File: src/rtl/xmt_pkg.sv
`default_nettype none

package xmt_pkg;

  localparam int unsigned CharBitsDef = 16;
  localparam int unsigned HintBits    = 5;

  // ASCII codes the lexer reacts to
  localparam logic [7:0] ChrLt    = 8'h3C;
  localparam logic [7:0] ChrSlash = 8'h2F;
  localparam logic [7:0] ChrQmark = 8'h3F;
  localparam logic [7:0] ChrGt    = 8'h3E;
  localparam logic [7:0] ChrEq    = 8'h3D;
  localparam logic [7:0] ChrQuote = 8'h22;
  localparam logic [7:0] ChrUnder = 8'h5F;
  localparam logic [7:0] ChrDot   = 8'h2E;
  localparam logic [7:0] ChrSpace = 8'h20;
  localparam logic [7:0] ChrCr    = 8'h0D;
  localparam logic [7:0] ChrTab   = 8'h09;
  localparam logic [7:0] ChrLf    = 8'h0A;

  typedef enum logic [HintBits-1:0] {
    HintUnknown     = 5'd0,
    HintStartDecl   = 5'd1,
    HintDecl        = 5'd2,
    HintEndDecl     = 5'd3,
    HintStartOpen   = 5'd4,
    HintOpen        = 5'd5,
    HintEndOpen     = 5'd6,
    HintStartClose  = 5'd7,
    HintClose       = 5'd8,
    HintEndClose    = 5'd9,
    HintStartText   = 5'd10,
    HintText        = 5'd11,
    HintEndText     = 5'd12,
    HintStartAname  = 5'd13,
    HintAname       = 5'd14,
    HintEndAname    = 5'd15,
    HintStartAval   = 5'd16,
    HintAval        = 5'd17,
    HintEndAval     = 5'd18,
    HintEnded       = 5'd19
  } hint_e;

  // character class flags handed from the classifier to the lexer
  typedef struct packed {
    logic is_name;
    logic is_space;   // NUL, space, CR, tab, LF
    logic is_blank;   // plain space only
    logic is_lt;
    logic is_slash;
    logic is_qmark;
    logic is_gt;
    logic is_eq;
    logic is_quote;
  } char_class_t;

endpackage

`default_nettype wire

File: src/rtl/xmt_if.sv
`default_nettype none

interface xmt_in_if #(
  parameter int unsigned CharBits = xmt_pkg::CharBitsDef
);
  logic                valid;
  logic                ready;
  logic [CharBits-1:0] char_code;
  logic                end_of_text;

  modport source (output valid, output char_code, output end_of_text, input ready);
  modport sink   (input valid, input char_code, input end_of_text, output ready);
endinterface

interface xmt_out_if;
  logic                          valid;
  logic                          ready;
  logic [xmt_pkg::HintBits-1:0]  hint;
  logic                          is_name_char;
  logic                          is_last;

  modport source (output valid, output hint, output is_name_char, output is_last, input ready);
  modport sink   (input valid, input hint, input is_name_char, input is_last, output ready);
endinterface

`default_nettype wire

File: src/rtl/xml_markup_tokenizer.sv
`default_nettype none

// Markup tokenizer: takes one text character per transaction and returns, for
// each one, the lexer phase after that character, whether it is a name
// character, and an echo of the end-of-text flag. A character is captured in
// an input register, classified and run through the next-state table
// combinationally, and the result lands in an output register. A character is
// accepted every cycle, as the next-state logic feeds the lexer state register
// directly; only a stalled output register holds the input back. A malformed
// sequence or the last character sticks the lexer in the Ended phase until
// reset. Only the low CHAR_BITS bits of a character are looked at, and any
// code above 8 bits belongs to no character class.
module xml_markup_tokenizer #(
  parameter int unsigned CHAR_BITS = xmt_pkg::CharBitsDef
) (
  input  logic              clk_i,
  input  logic              rst_ni,
  xmt_in_if.sink            in_i,
  xmt_out_if.source         out_o
);

  logic                 s1_valid_q;
  logic [CHAR_BITS-1:0] s1_char_q;
  logic                 s1_last_q;

  logic                 out_valid_q;
  xmt_pkg::hint_e       hint_q;
  logic                 name_q;
  logic                 last_q;

  logic                 out_free;
  logic                 advance;
  logic                 in_take;

  xmt_pkg::char_class_t cls;
  xmt_pkg::hint_e       hint_next;

  assign out_free    = !out_valid_q || out_o.ready;
  assign advance     = s1_valid_q && out_free;
  assign in_i.ready  = !s1_valid_q || out_free;
  assign in_take     = in_i.valid && in_i.ready;

  xmt_classify #(
    .CharBits (CHAR_BITS)
  ) u_classify (
    .char_i (s1_char_q),
    .cls_o  (cls)
  );

  xmt_lexer u_lexer (
    .clk_i  (clk_i),
    .rst_ni (rst_ni),
    .step_i (advance),
    .cls_i  (cls),
    .last_i (s1_last_q),
    .hint_o (hint_next)
  );

  always_ff @(posedge clk_i or negedge rst_ni) begin
    if (!rst_ni) begin
      s1_valid_q  <= 1'b0;
      out_valid_q <= 1'b0;
    end else begin
      if (in_i.ready) s1_valid_q <= in_i.valid;
      if (out_free)   out_valid_q <= s1_valid_q;
    end
  end

  always_ff @(posedge clk_i) begin
    if (in_take) begin
      s1_char_q <= in_i.char_code;
      s1_last_q <= in_i.end_of_text;
    end
    if (advance) begin
      hint_q <= hint_next;
      name_q <= cls.is_name;
      last_q <= s1_last_q;
    end
  end

  assign out_o.valid        = out_valid_q;
  assign out_o.hint         = hint_q;
  assign out_o.is_name_char = name_q;
  assign out_o.is_last      = last_q;

  // a captured character waits while the output register is blocked
  assert property (@(posedge clk_i) disable iff (!rst_ni)
    (s1_valid_q && out_valid_q && !out_o.ready) |=> s1_valid_q)
    else $error("xml_markup_tokenizer: pending character dropped");

  assert property (@(posedge clk_i) disable iff (!rst_ni)
    (s1_valid_q && out_free) |=> out_valid_q)
    else $error("xml_markup_tokenizer: result lost on advance");

  assert property (@(posedge clk_i) disable iff (!rst_ni)
    (out_valid_q && out_o.is_last) |-> (out_o.hint == xmt_pkg::HintEnded))
    else $error("xml_markup_tokenizer: last character without Ended phase");

endmodule

`default_nettype wire

File: src/rtl/xmt_classify.sv
`default_nettype none

module xmt_classify #(
  parameter int unsigned CharBits = xmt_pkg::CharBitsDef
) (
  input  logic [CharBits-1:0] char_i,
  output xmt_pkg::char_class_t cls_o
);

  logic       hi_zero;
  logic [7:0] lo;

  // anything above the byte range is no markup character at all
  assign hi_zero = ((char_i >> 8) == '0);
  assign lo      = char_i[7:0];

  always_comb begin
    cls_o.is_name  = hi_zero && ((lo >= 8'h61 && lo <= 8'h7A) ||
                                 (lo >= 8'h41 && lo <= 8'h5A) ||
                                 (lo >= 8'h30 && lo <= 8'h39) ||
                                 lo == xmt_pkg::ChrUnder || lo == xmt_pkg::ChrDot);
    cls_o.is_space = hi_zero && (lo == 8'h00 || lo == xmt_pkg::ChrSpace ||
                                 lo == xmt_pkg::ChrCr || lo == xmt_pkg::ChrTab ||
                                 lo == xmt_pkg::ChrLf);
    cls_o.is_blank = hi_zero && (lo == xmt_pkg::ChrSpace);
    cls_o.is_lt    = hi_zero && (lo == xmt_pkg::ChrLt);
    cls_o.is_slash = hi_zero && (lo == xmt_pkg::ChrSlash);
    cls_o.is_qmark = hi_zero && (lo == xmt_pkg::ChrQmark);
    cls_o.is_gt    = hi_zero && (lo == xmt_pkg::ChrGt);
    cls_o.is_eq    = hi_zero && (lo == xmt_pkg::ChrEq);
    cls_o.is_quote = hi_zero && (lo == xmt_pkg::ChrQuote);
  end

endmodule

`default_nettype wire

File: src/rtl/xmt_lexer.sv
`default_nettype none

module xmt_lexer (
  input  logic                 clk_i,
  input  logic                 rst_ni,
  input  logic                 step_i,
  input  xmt_pkg::char_class_t cls_i,
  input  logic                 last_i,
  output xmt_pkg::hint_e       hint_o
);

  xmt_pkg::hint_e state_q, state_d;
  logic           qwait_q, qwait_d;

  always_comb begin
    qwait_d = qwait_q;
    state_d = state_q;
    if (qwait_q) begin
      qwait_d = 1'b0;
      state_d = cls_i.is_gt ? xmt_pkg::HintEndDecl : xmt_pkg::HintEnded;
    end else begin
      case (state_q)
        xmt_pkg::HintUnknown, xmt_pkg::HintEndDecl, xmt_pkg::HintEndClose: begin
          if (!cls_i.is_space) begin
            state_d = cls_i.is_lt ? xmt_pkg::HintStartOpen : xmt_pkg::HintEnded;
          end
        end
        xmt_pkg::HintEndOpen: begin
          if (!cls_i.is_space) begin
            state_d = cls_i.is_lt ? xmt_pkg::HintStartOpen : xmt_pkg::HintStartText;
          end
        end
        xmt_pkg::HintStartText, xmt_pkg::HintText: begin
          state_d = cls_i.is_lt ? xmt_pkg::HintEndText : xmt_pkg::HintText;
        end
        xmt_pkg::HintStartOpen, xmt_pkg::HintEndText: begin
          if (cls_i.is_slash)      state_d = xmt_pkg::HintStartClose;
          else if (cls_i.is_qmark) state_d = xmt_pkg::HintStartDecl;
          else if (cls_i.is_name)  state_d = xmt_pkg::HintOpen;
          else                     state_d = xmt_pkg::HintEnded;
        end
        xmt_pkg::HintStartDecl: begin
          state_d = cls_i.is_name ? xmt_pkg::HintDecl : xmt_pkg::HintEnded;
        end
        xmt_pkg::HintStartClose: begin
          state_d = cls_i.is_name ? xmt_pkg::HintClose : xmt_pkg::HintEnded;
        end
        xmt_pkg::HintDecl: begin
          if (!cls_i.is_name) begin
            if (cls_i.is_blank)      state_d = xmt_pkg::HintStartAname;
            else if (cls_i.is_qmark) qwait_d = 1'b1;
          end
        end
        xmt_pkg::HintOpen: begin
          if (!cls_i.is_name) begin
            if (cls_i.is_blank)   state_d = xmt_pkg::HintStartAname;
            else if (cls_i.is_gt) state_d = xmt_pkg::HintEndOpen;
          end
        end
        xmt_pkg::HintClose: begin
          if (!cls_i.is_name && cls_i.is_gt) state_d = xmt_pkg::HintEndClose;
        end
        xmt_pkg::HintStartAname, xmt_pkg::HintAname: begin
          if (cls_i.is_name)    state_d = xmt_pkg::HintAname;
          else if (cls_i.is_eq) state_d = xmt_pkg::HintEndAname;
          else                  state_d = xmt_pkg::HintEnded;
        end
        xmt_pkg::HintEndAname: begin
          if (cls_i.is_quote)   state_d = xmt_pkg::HintStartAval;
          else if (cls_i.is_gt) state_d = xmt_pkg::HintEndOpen;
        end
        xmt_pkg::HintStartAval, xmt_pkg::HintAval: begin
          if (cls_i.is_name)       state_d = xmt_pkg::HintAval;
          else if (cls_i.is_quote) state_d = xmt_pkg::HintEndAval;
          else if (cls_i.is_gt)    state_d = xmt_pkg::HintEnded;
        end
        xmt_pkg::HintEndAval: begin
          if (cls_i.is_gt)         state_d = xmt_pkg::HintEndOpen;
          else if (cls_i.is_qmark) qwait_d = 1'b1;
          else if (cls_i.is_blank) state_d = xmt_pkg::HintStartAname;
          else                     state_d = xmt_pkg::HintEnded;
        end
        default: begin
          state_d = xmt_pkg::HintEnded;
        end
      endcase
    end
    if (last_i) state_d = xmt_pkg::HintEnded;
    if (state_d == xmt_pkg::HintEnded) qwait_d = 1'b0;
  end

  assign hint_o = state_d;

  always_ff @(posedge clk_i or negedge rst_ni) begin
    if (!rst_ni) begin
      state_q <= xmt_pkg::HintUnknown;
      qwait_q <= 1'b0;
    end else if (step_i) begin
      state_q <= state_d;
      qwait_q <= qwait_d;
    end
  end

  // a pending '?' only arises in a declaration or after an attribute value
  assert property (@(posedge clk_i) disable iff (!rst_ni)
    qwait_q |-> (state_q == xmt_pkg::HintDecl || state_q == xmt_pkg::HintEndAval))
    else $error("xmt_lexer: pending '?' in unexpected phase");

  assert property (@(posedge clk_i) disable iff (!rst_ni)
    (state_q == xmt_pkg::HintEnded) |=> (state_q == xmt_pkg::HintEnded))
    else $error("xmt_lexer: left the Ended phase without reset");

  assert property (@(posedge clk_i) disable iff (!rst_ni)
    (step_i && qwait_q) |=>
      (state_q == xmt_pkg::HintEndDecl || state_q == xmt_pkg::HintEnded) && !qwait_q)
    else $error("xmt_lexer: '?' not resolved by the following character");

  assert property (@(posedge clk_i) disable iff (!rst_ni)
    (step_i && last_i) |=> (state_q == xmt_pkg::HintEnded && !qwait_q))
    else $error("xmt_lexer: last character did not end the text");

endmodule

`default_nettype wire
File: src/flat_wrapper.sv
// flat-port wrapper written by rule: the top's interface ports become plain ports
module xml_markup_tokenizer_flat 
#(
  parameter int unsigned CHAR_BITS = xmt_pkg::CharBitsDef
)
  (clk_i, rst_ni, in_i_valid, in_i_char_code, in_i_end_of_text, in_i_ready, out_o_valid, out_o_hint, out_o_is_name_char, out_o_is_last, out_o_ready);
  xmt_in_if in_i_i ();
  xmt_out_if out_o_i ();
  input  logic clk_i;
  input  logic rst_ni;
  input wire logic [$bits(in_i_i.valid)-1:0] in_i_valid;
  input wire logic [$bits(in_i_i.char_code)-1:0] in_i_char_code;
  input wire logic [$bits(in_i_i.end_of_text)-1:0] in_i_end_of_text;
  output wire logic [$bits(in_i_i.ready)-1:0] in_i_ready;
  output wire logic [$bits(out_o_i.valid)-1:0] out_o_valid;
  output wire logic [$bits(out_o_i.hint)-1:0] out_o_hint;
  output wire logic [$bits(out_o_i.is_name_char)-1:0] out_o_is_name_char;
  output wire logic [$bits(out_o_i.is_last)-1:0] out_o_is_last;
  input wire logic [$bits(out_o_i.ready)-1:0] out_o_ready;
  assign in_i_i.valid = in_i_valid;
  assign in_i_i.char_code = in_i_char_code;
  assign in_i_i.end_of_text = in_i_end_of_text;
  assign in_i_ready = in_i_i.ready;
  assign out_o_valid = out_o_i.valid;
  assign out_o_hint = out_o_i.hint;
  assign out_o_is_name_char = out_o_i.is_name_char;
  assign out_o_is_last = out_o_i.is_last;
  assign out_o_i.ready = out_o_ready;
  xml_markup_tokenizer #(.CHAR_BITS(CHAR_BITS)) u_core (.clk_i(clk_i), .rst_ni(rst_ni), .in_i(in_i_i), .out_o(out_o_i));
endmodule
File: config.mk
export PLATFORM = sky130hd
export DESIGN_NAME = xml_markup_tokenizer_flat
export DESIGN_NICKNAME = d
export VERILOG_FILES = /design/src/rtl/xmt_pkg.sv /design/src/rtl/xmt_if.sv /design/src/rtl/xml_markup_tokenizer.sv /design/src/rtl/xmt_classify.sv /design/src/rtl/xmt_lexer.sv /design/src/flat_wrapper.sv
export SDC_FILE = /design/constraint.sdc
export NUM_CORES = 1
export LEC_CHECK = 0
export CAP_MARGIN = 20
export CORE_ASPECT_RATIO = 0.8
export CORE_UTILIZATION = 30
export DETAILED_ROUTE_END_ITERATION = 12
export DONT_BUFFER_PORTS = 1
export PLACE_DENSITY = 0.45
export SLEW_MARGIN = 30
export SYNTH_ARGS = -nofsm -noshare
export SYNTH_HDL_FRONTEND = slang
export SYNTH_SLANG_ARGS = --single-unit
File: constraint.sdc
create_clock -name clk_i -period 3.3 [get_ports clk_i]
set_input_delay 0.165 -clock clk_i [delete_from_list [all_inputs] [get_ports clk_i]]
set_output_delay 0.165 -clock clk_i [all_outputs]
set_load 0.01 [all_outputs]
==> results_dict.tcl, run 1 <==
set metrics [dict create \
    drive_above_1_share_pct 11.3 \
    cts-htree-levels 2 \
    crit_path_start_kind "register" \
    postCtsSetupBuffers 0 \
    cp-end-kind "register" \
    synth-async-reset-ratio_pct 25.0 \
    synth_edf_count 24 \
    wl_um 5780 \
    grt_pass1_vias 1704 \
    reg2regPathDepth 6 \
    io_pins 30 \
    fp.dieW_um 97.1 \
    hold_violations 0 \
    coreArea_um2 6930 \
    synth_top_area_cell "edfxtp_1" \
    yosys_warnings 0 \
    synthesis.area_um2 2170 \
    globalplace.congestion 0.903 \
    min_from "out_o_ready" \
    place_area_um2 2250 \
    die-area_um2 7590 \
    synth_top_family_by_area "simple AND/OR/NAND/NOR gates" \
    clkTransAtPathRegs_ns 0.07 \
    synth_compound_area_share_pct 19.4 \
    holdPathEnd "u_core.out_o.valid" \
    setup_viol 0 \
    hold_depth 2 \
    reg2reg_setup_slack_ns 0.49 \
    placedCellCount 299 \
    crit_fanout 9 \
    ir_drop_v 0.000212 \
    multi_input_area_um2 1170 \
    wl_per_cell_um 17.7 \
    fin_nets 259 \
    ys_dominant_reg_cell "edfxtp_1" \
    fin_crit_sh_pct 85.1 \
    leakagePower_nw 0.818 \
    finalCriticalPeriod_ns 2.81 \
    synth.top_cell.area_share_pct 33.2 \
    cpMaxStageDelayCell "or4_1" \
    grt-ovfl-total 0 \
    die_y_um 78.1 \
    drt_iter0_markers 141 \
    skew_ns 0.00667 \
    vias_per_cell 5.95 \
    synth_fp_nets 244 \
    slew_viol_final 0 \
    hold_buffers 19 \
    grt_usage_pct 15.3 \
    setup_tns_ns 0 \
    root_buffer "clkbuf_8" \
    initial_core_util_pct 31.4 \
    via_count 1940 \
    critPathKind "register to register" \
    cts_buffers 5 \
    synth_area_per_cell_um2 9.74 \
    synth_fa_ha_area_share_pct 0 \
    synth_mux_area_share_pct 1.73 \
    status "completed" \
    dp_hpwl_um 4130 \
    cp.arrival_ns 2.85 \
    cts_resized 0 \
    stdcell_count 326 \
    drc 0 \
    cts_buffer_depth 2 \
    final_cell_area_um2 2550 \
    synth.distinct_cells 62 \
    netlist_top_cells_count "24 x edfxtp_1, 15 x o21ai_0, 14 x nand2_1, 12 x clkbuf_1, 10 x nor4_1" \
    syn_inst 223 \
    slew_headroom_pct 47.2 \
    grt_max_degree 25 \
    path_cells "or4_1 -> nor4_4 -> o21bai_1 -> a211oi_1 -> nand4_1 -> or2_2" \
    ant_nets 0 \
    seq_area_frac_synth_pct 42.4 \
    worst_pin_slew_ns 0.792 \
    synth.most_common_cell "edfxtp_1" \
    grt_pass1_wl_um 9220 \
    synth_xor_area_share_pct 0.806 \
    antenna_found_initial 0 \
    rsz0062_at_grt "no" \
    cts_tree "yes" \
    cpPeakStageDelay_ns 0.76 \
    cts_sinks 32 \
    io_buffers 0 \
    rows 27 \
    dr.pass1.iters 5 \
    power-per-cell-area_nw_per_um2 441 \
    max_freq_ghz 0.356 \
    synth-simple-area-share_pct 31.8 \
    regArea_um2 921 \
    timing.rr.start "u_core.s1_char_q[9]" \
    crit_required_ns 3.34 \
    area_growth_pct 17.2 \
    ys_ff_latch 32 \
    num-fill-cells 677 \
    min_path_type "primary input to register" \
    drv_cap 0 \
    synth_area_leaders "edfxtp_1 33%, dfrtp_1 9.2%, o21ai_0 3.5%" \
    reg2reg_to "u_core.out_o.hint[0]" \
    clk_latency_ns 0.29 \
    diodes 0 \
]
worst max-delay path, delay by kind of cell (launching register included):
| kind | cells | cell delay [ns] |
|---|---|---|
| AO/OA/AOI/OAI | 2 | 0.45 |
| AND/OR/NAND/NOR | 4 | 1.72 |
| flip-flops | 1 | 0.38 |
sequential cells by signal, summed over array words and instances, names as in the netlist:
| name | flops |
|---|---|
| u_core.s1_char_q | 16 |
| u_core.s1_valid_q | 1 |
| u_core.out_o.is_name_char | 1 |
| u_core.u_lexer.qwait_q | 1 |
| u_core.out_o.valid | 1 |
| u_core.out_o.hint | 5 |
| u_core.out_o.is_last | 1 |
| u_core.u_lexer.state_q | 5 |
| u_core.s1_last_q | 1 |
how the worst max path moves through the flow:
stage | start | end | slack (ns) | cells past startpoint
2_1_floorplan | u_core.s1_char_q[15] | u_core.out_o.hint[0] | 0.93 | 7
3_3_place_gp | u_core.s1_char_q[9] | u_core.out_o.hint[0] | 0.52 | 6
3_5_place_dp | u_core.s1_char_q[9] | u_core.out_o.hint[0] | 0.53 | 6
4_1_cts | u_core.s1_char_q[9] | u_core.out_o.hint[0] | 0.52 | 6
5_1_grt | u_core.s1_char_q[9] | u_core.out_o.hint[0] | 0.38 | 6
6_report | u_core.s1_char_q[9] | u_core.out_o.hint[0] | 0.49 | 6
cells in the final DEF (no fill, tap or decap), types with 4 or more instances in the layout:
cell type / synthesis / final
edfxtp_1: 24 / 24
dlygate4sd3_1: 0 / 19
o21ai_0: 15 / 15
nand2_1: 14 / 14
nor4_1: 10 / 10
nor2_1: 9 / 9
nor3_1: 8 / 8
a21oi_1: 8 / 8
dfrtp_1: 8 / 8
nand2b_1: 7 / 7
nand4_1: 6 / 6
a211oi_1: 6 / 6
or3_1: 6 / 6
nand3_1: 5 / 5
a31oi_1: 5 / 5
clkbuf_8: 0 / 5
buf_4: 0 / 5
and4b_1: 4 / 4
nor2b_1: 4 / 4
kinds of logic after synthesis:
family	after synthesis
buf+inv	20
flops	32
mux	3
simple gates	105
xor+xnor	2
compound gates	61
cell type report:
type,instances,area share [%]
Multi-Input combinational cell,171,45.8
Sequential cell,32,36.2
Timing Repair Buffer,24,8.94
Tap cell,87,4.28
Clock buffer,6,2.85
Clock inverter,2,1.38
Inverter,4,0.590
layer usage:
| layer | global-route usage, % | part of all wire [%] | vias up |
|---|---|---|---|
| met5 | 0 | 0 | - |
| met4 | 4.18 | 1.2 | 0 |
| met2 | 21.3 | 42 | 74 |
| met1 | 23.3 | 51 | 925 |
| met3 | 3.56 | 5.9 | 10 |
| li1 | - | - | 931 |
power breakdown:
part	internal (mW)	switching, mW
clock network	0.224	0.150
logic	0.0977	0.131
registers	0.468	0.0527
total	0.790	0.334
metrics by stage:
stage               total power, mW  setup WS, ns  hold slack, ns  util, %
floorplan                     0.678         0.932          -0.131        -
global placement              0.741         0.520          -0.130     32.5
detailed placement            0.734         0.525          -0.130     32.5
CTS                            1.13         0.518          0.0738     36.8
global route                   1.18         0.383          0.0852     36.8
finish                         1.12         0.492          0.0751     36.8
Power figures use the tool's default switching activity.
==> run 2: changes to the inputs <==
CELL_PAD_IN_SITES_DETAIL_PLACEMENT = 0   (was unset)
CELL_PAD_IN_SITES_GLOBAL_PLACEMENT = 2   (was unset)
PLACE_DENSITY = 0.63   (was 0.45)
==> results_dict.tcl, run 2 (synthesis results as in run 1) <==
set metrics [dict create \
    status "completed" \
    power.total_mw 1.08 \
    initial_core_util_pct 31.4 \
    largest_reg_flops 16 \
    cts_resized 0 \
    fin_nets 263 \
    min_path_type "primary input to register" \
    cts_buffers 5 \
    stdcell_count 330 \
    grt-ovfl-total 0 \
    final_common_cell "edfxtp_1" \
    dr.pass1.iters 5 \
    power-per-cell-area_nw_per_um2 423 \
    placedCellCount 303 \
    cts_buffer_depth 2 \
    io_pins 30 \
    drt_iter0_markers 276 \
    fin_ws_ns 0.491 \
    grt_pass1_wl_um 9980 \
    drive_above_1_share_pct 13.2 \
    cp-end-kind "register" \
    ir_drop_v 0.000240 \
    ant_nets 0 \
    coreArea_um2 6930 \
    fin_crit_sh_pct 85.1 \
    drc 0 \
    slew_viol_final 0 \
    setup_viol 0 \
    wl_um 6020 \
    layout_common_cells "24 x edfxtp_1, 19 x dlygate4sd3_1, 15 x o21ai_0, 14 x nand2_1, 10 x nor4_1" \
    area_growth_pct 17.9 \
    via_count 2030 \
    max_freq_ghz 0.356 \
    root_buffer "clkbuf_8" \
    skew_ns 0.00303 \
    grt_max_degree 20 \
    cp.arrival_ns 2.98 \
    worst_pin_slew_ns 0.764 \
    leakagePower_nw 0.824 \
    rows 27 \
    globalplace.congestion 0.877 \
    hold_violations 0 \
    setup_tns_ns 0 \
    drv_cap 0 \
    crit_required_ns 3.47 \
    crit_path_start_kind "register" \
    antenna_found_initial 0 \
    cts_sinks 32 \
    clk_latency_ns 0.28 \
    io_buffers 0 \
    fp.dieW_um 97.1 \
    die_y_um 78.1 \
    finalHoldWorstSlack_ns 0.0858 \
    slew_headroom_pct 49.1 \
    cts_tree "yes" \
    dp_hpwl_um 4290 \
    place_ws_ns 0.535 \
    grt_pass1_vias 1952 \
    wl_per_cell_um 18.2 \
    vias_per_cell 6.15 \
    rsz0062_at_grt "no" \
    diodes 0 \
    regMostFlops "u_core.s1_char_q" \
    grt_usage_pct 16.7 \
    crit_fanout 14 \
    finalCriticalPeriod_ns 2.81 \
    critPathKind "register to register" \
    clkTransAtPathRegs_ns 0.07 \
    die-area_um2 7590 \
    cts-htree-levels 2 \
]
[run 2: cell types whose count changed in the layout (fill, tap and decap cells not counted), sizes merged]
| cell | delta |
|---|---|
| clkinvlp | +2 |
| buf | +4 |
| clkbuf | -1 |
| bufinv | -1 |
[run 2: path summary, 6_finish.rpt]
path | depth (start not counted) | startpoint | to | slack [ns]
hold reg to reg | 1 | u_core.s1_valid_q | u_core.out_o.valid | 0.50
setup / recovery | 7 | u_core.s1_char_q[2] | u_core.u_lexer.qwait_q | 0.49
setup reg to reg | 7 | u_core.s1_char_q[2] | u_core.u_lexer.qwait_q | 0.49
max in group asynchronous | 1 | rst_ni | u_core.s1_valid_q | 2.78
hold / removal | 2 | out_o_ready | u_core.out_o.valid | 0.09
min in group asynchronous | 1 | rst_ni | u_core.u_lexer.state_q[2] | 0.24
[run 2: cell type report]
class	instances	area, um^2
Fill cell	695	4360
Multi-Input combinational cell	171	1170
Sequential cell	32	921
Timing Repair Buffer	28	258
Tap cell	87	109
Clock buffer	5	68.8
Clock inverter	3	23.8
Inverter	4	15.0
[run 2: through the flow]
step	utilization [%]	instance area, um^2
final	37.0	2560
after global routing	37.0	2560
after CTS	37.0	2560
after detailed placement	32.9	2280
after global placement	32.9	2280
after floorplan	-	2170
[run 2: worst max-delay path, cell delays in order, from the launching register on]
cell and delay [ns]:
edfxtp_1 0.56, or4_4 0.61, o21ai_0 0.19, o211a_1 0.32, nor2_1 0.09, o311ai_0 0.52
o211ai_1 0.19, a22o_1 0.21
[run 2: routing by layer]
metal  track usage, %  wire length [um]  vias to the layer above  share of wire (%)
met5                0                 0                        -                  0
met4             4.93                81                        0                1.3
met3             2.85               388                       12                6.5
met2             26.8              2750                      105                 46
met1             23.2              2800                      978                 46
li1                 -                 -                      935                  -
[run 2: what timing repair did]
item | in CTS | in global routing
buffers inserted | 0 | 0
hold buffers | 19 | 0
endpoints found under the hold margin | 26 | 0
[run 2: report_power, final]
group / internal, mW / switching (mW)
registers: 0.468 / 0.0462
clock network: 0.149 / 0.161
logic: 0.109 / 0.149
total: 0.726 / 0.357
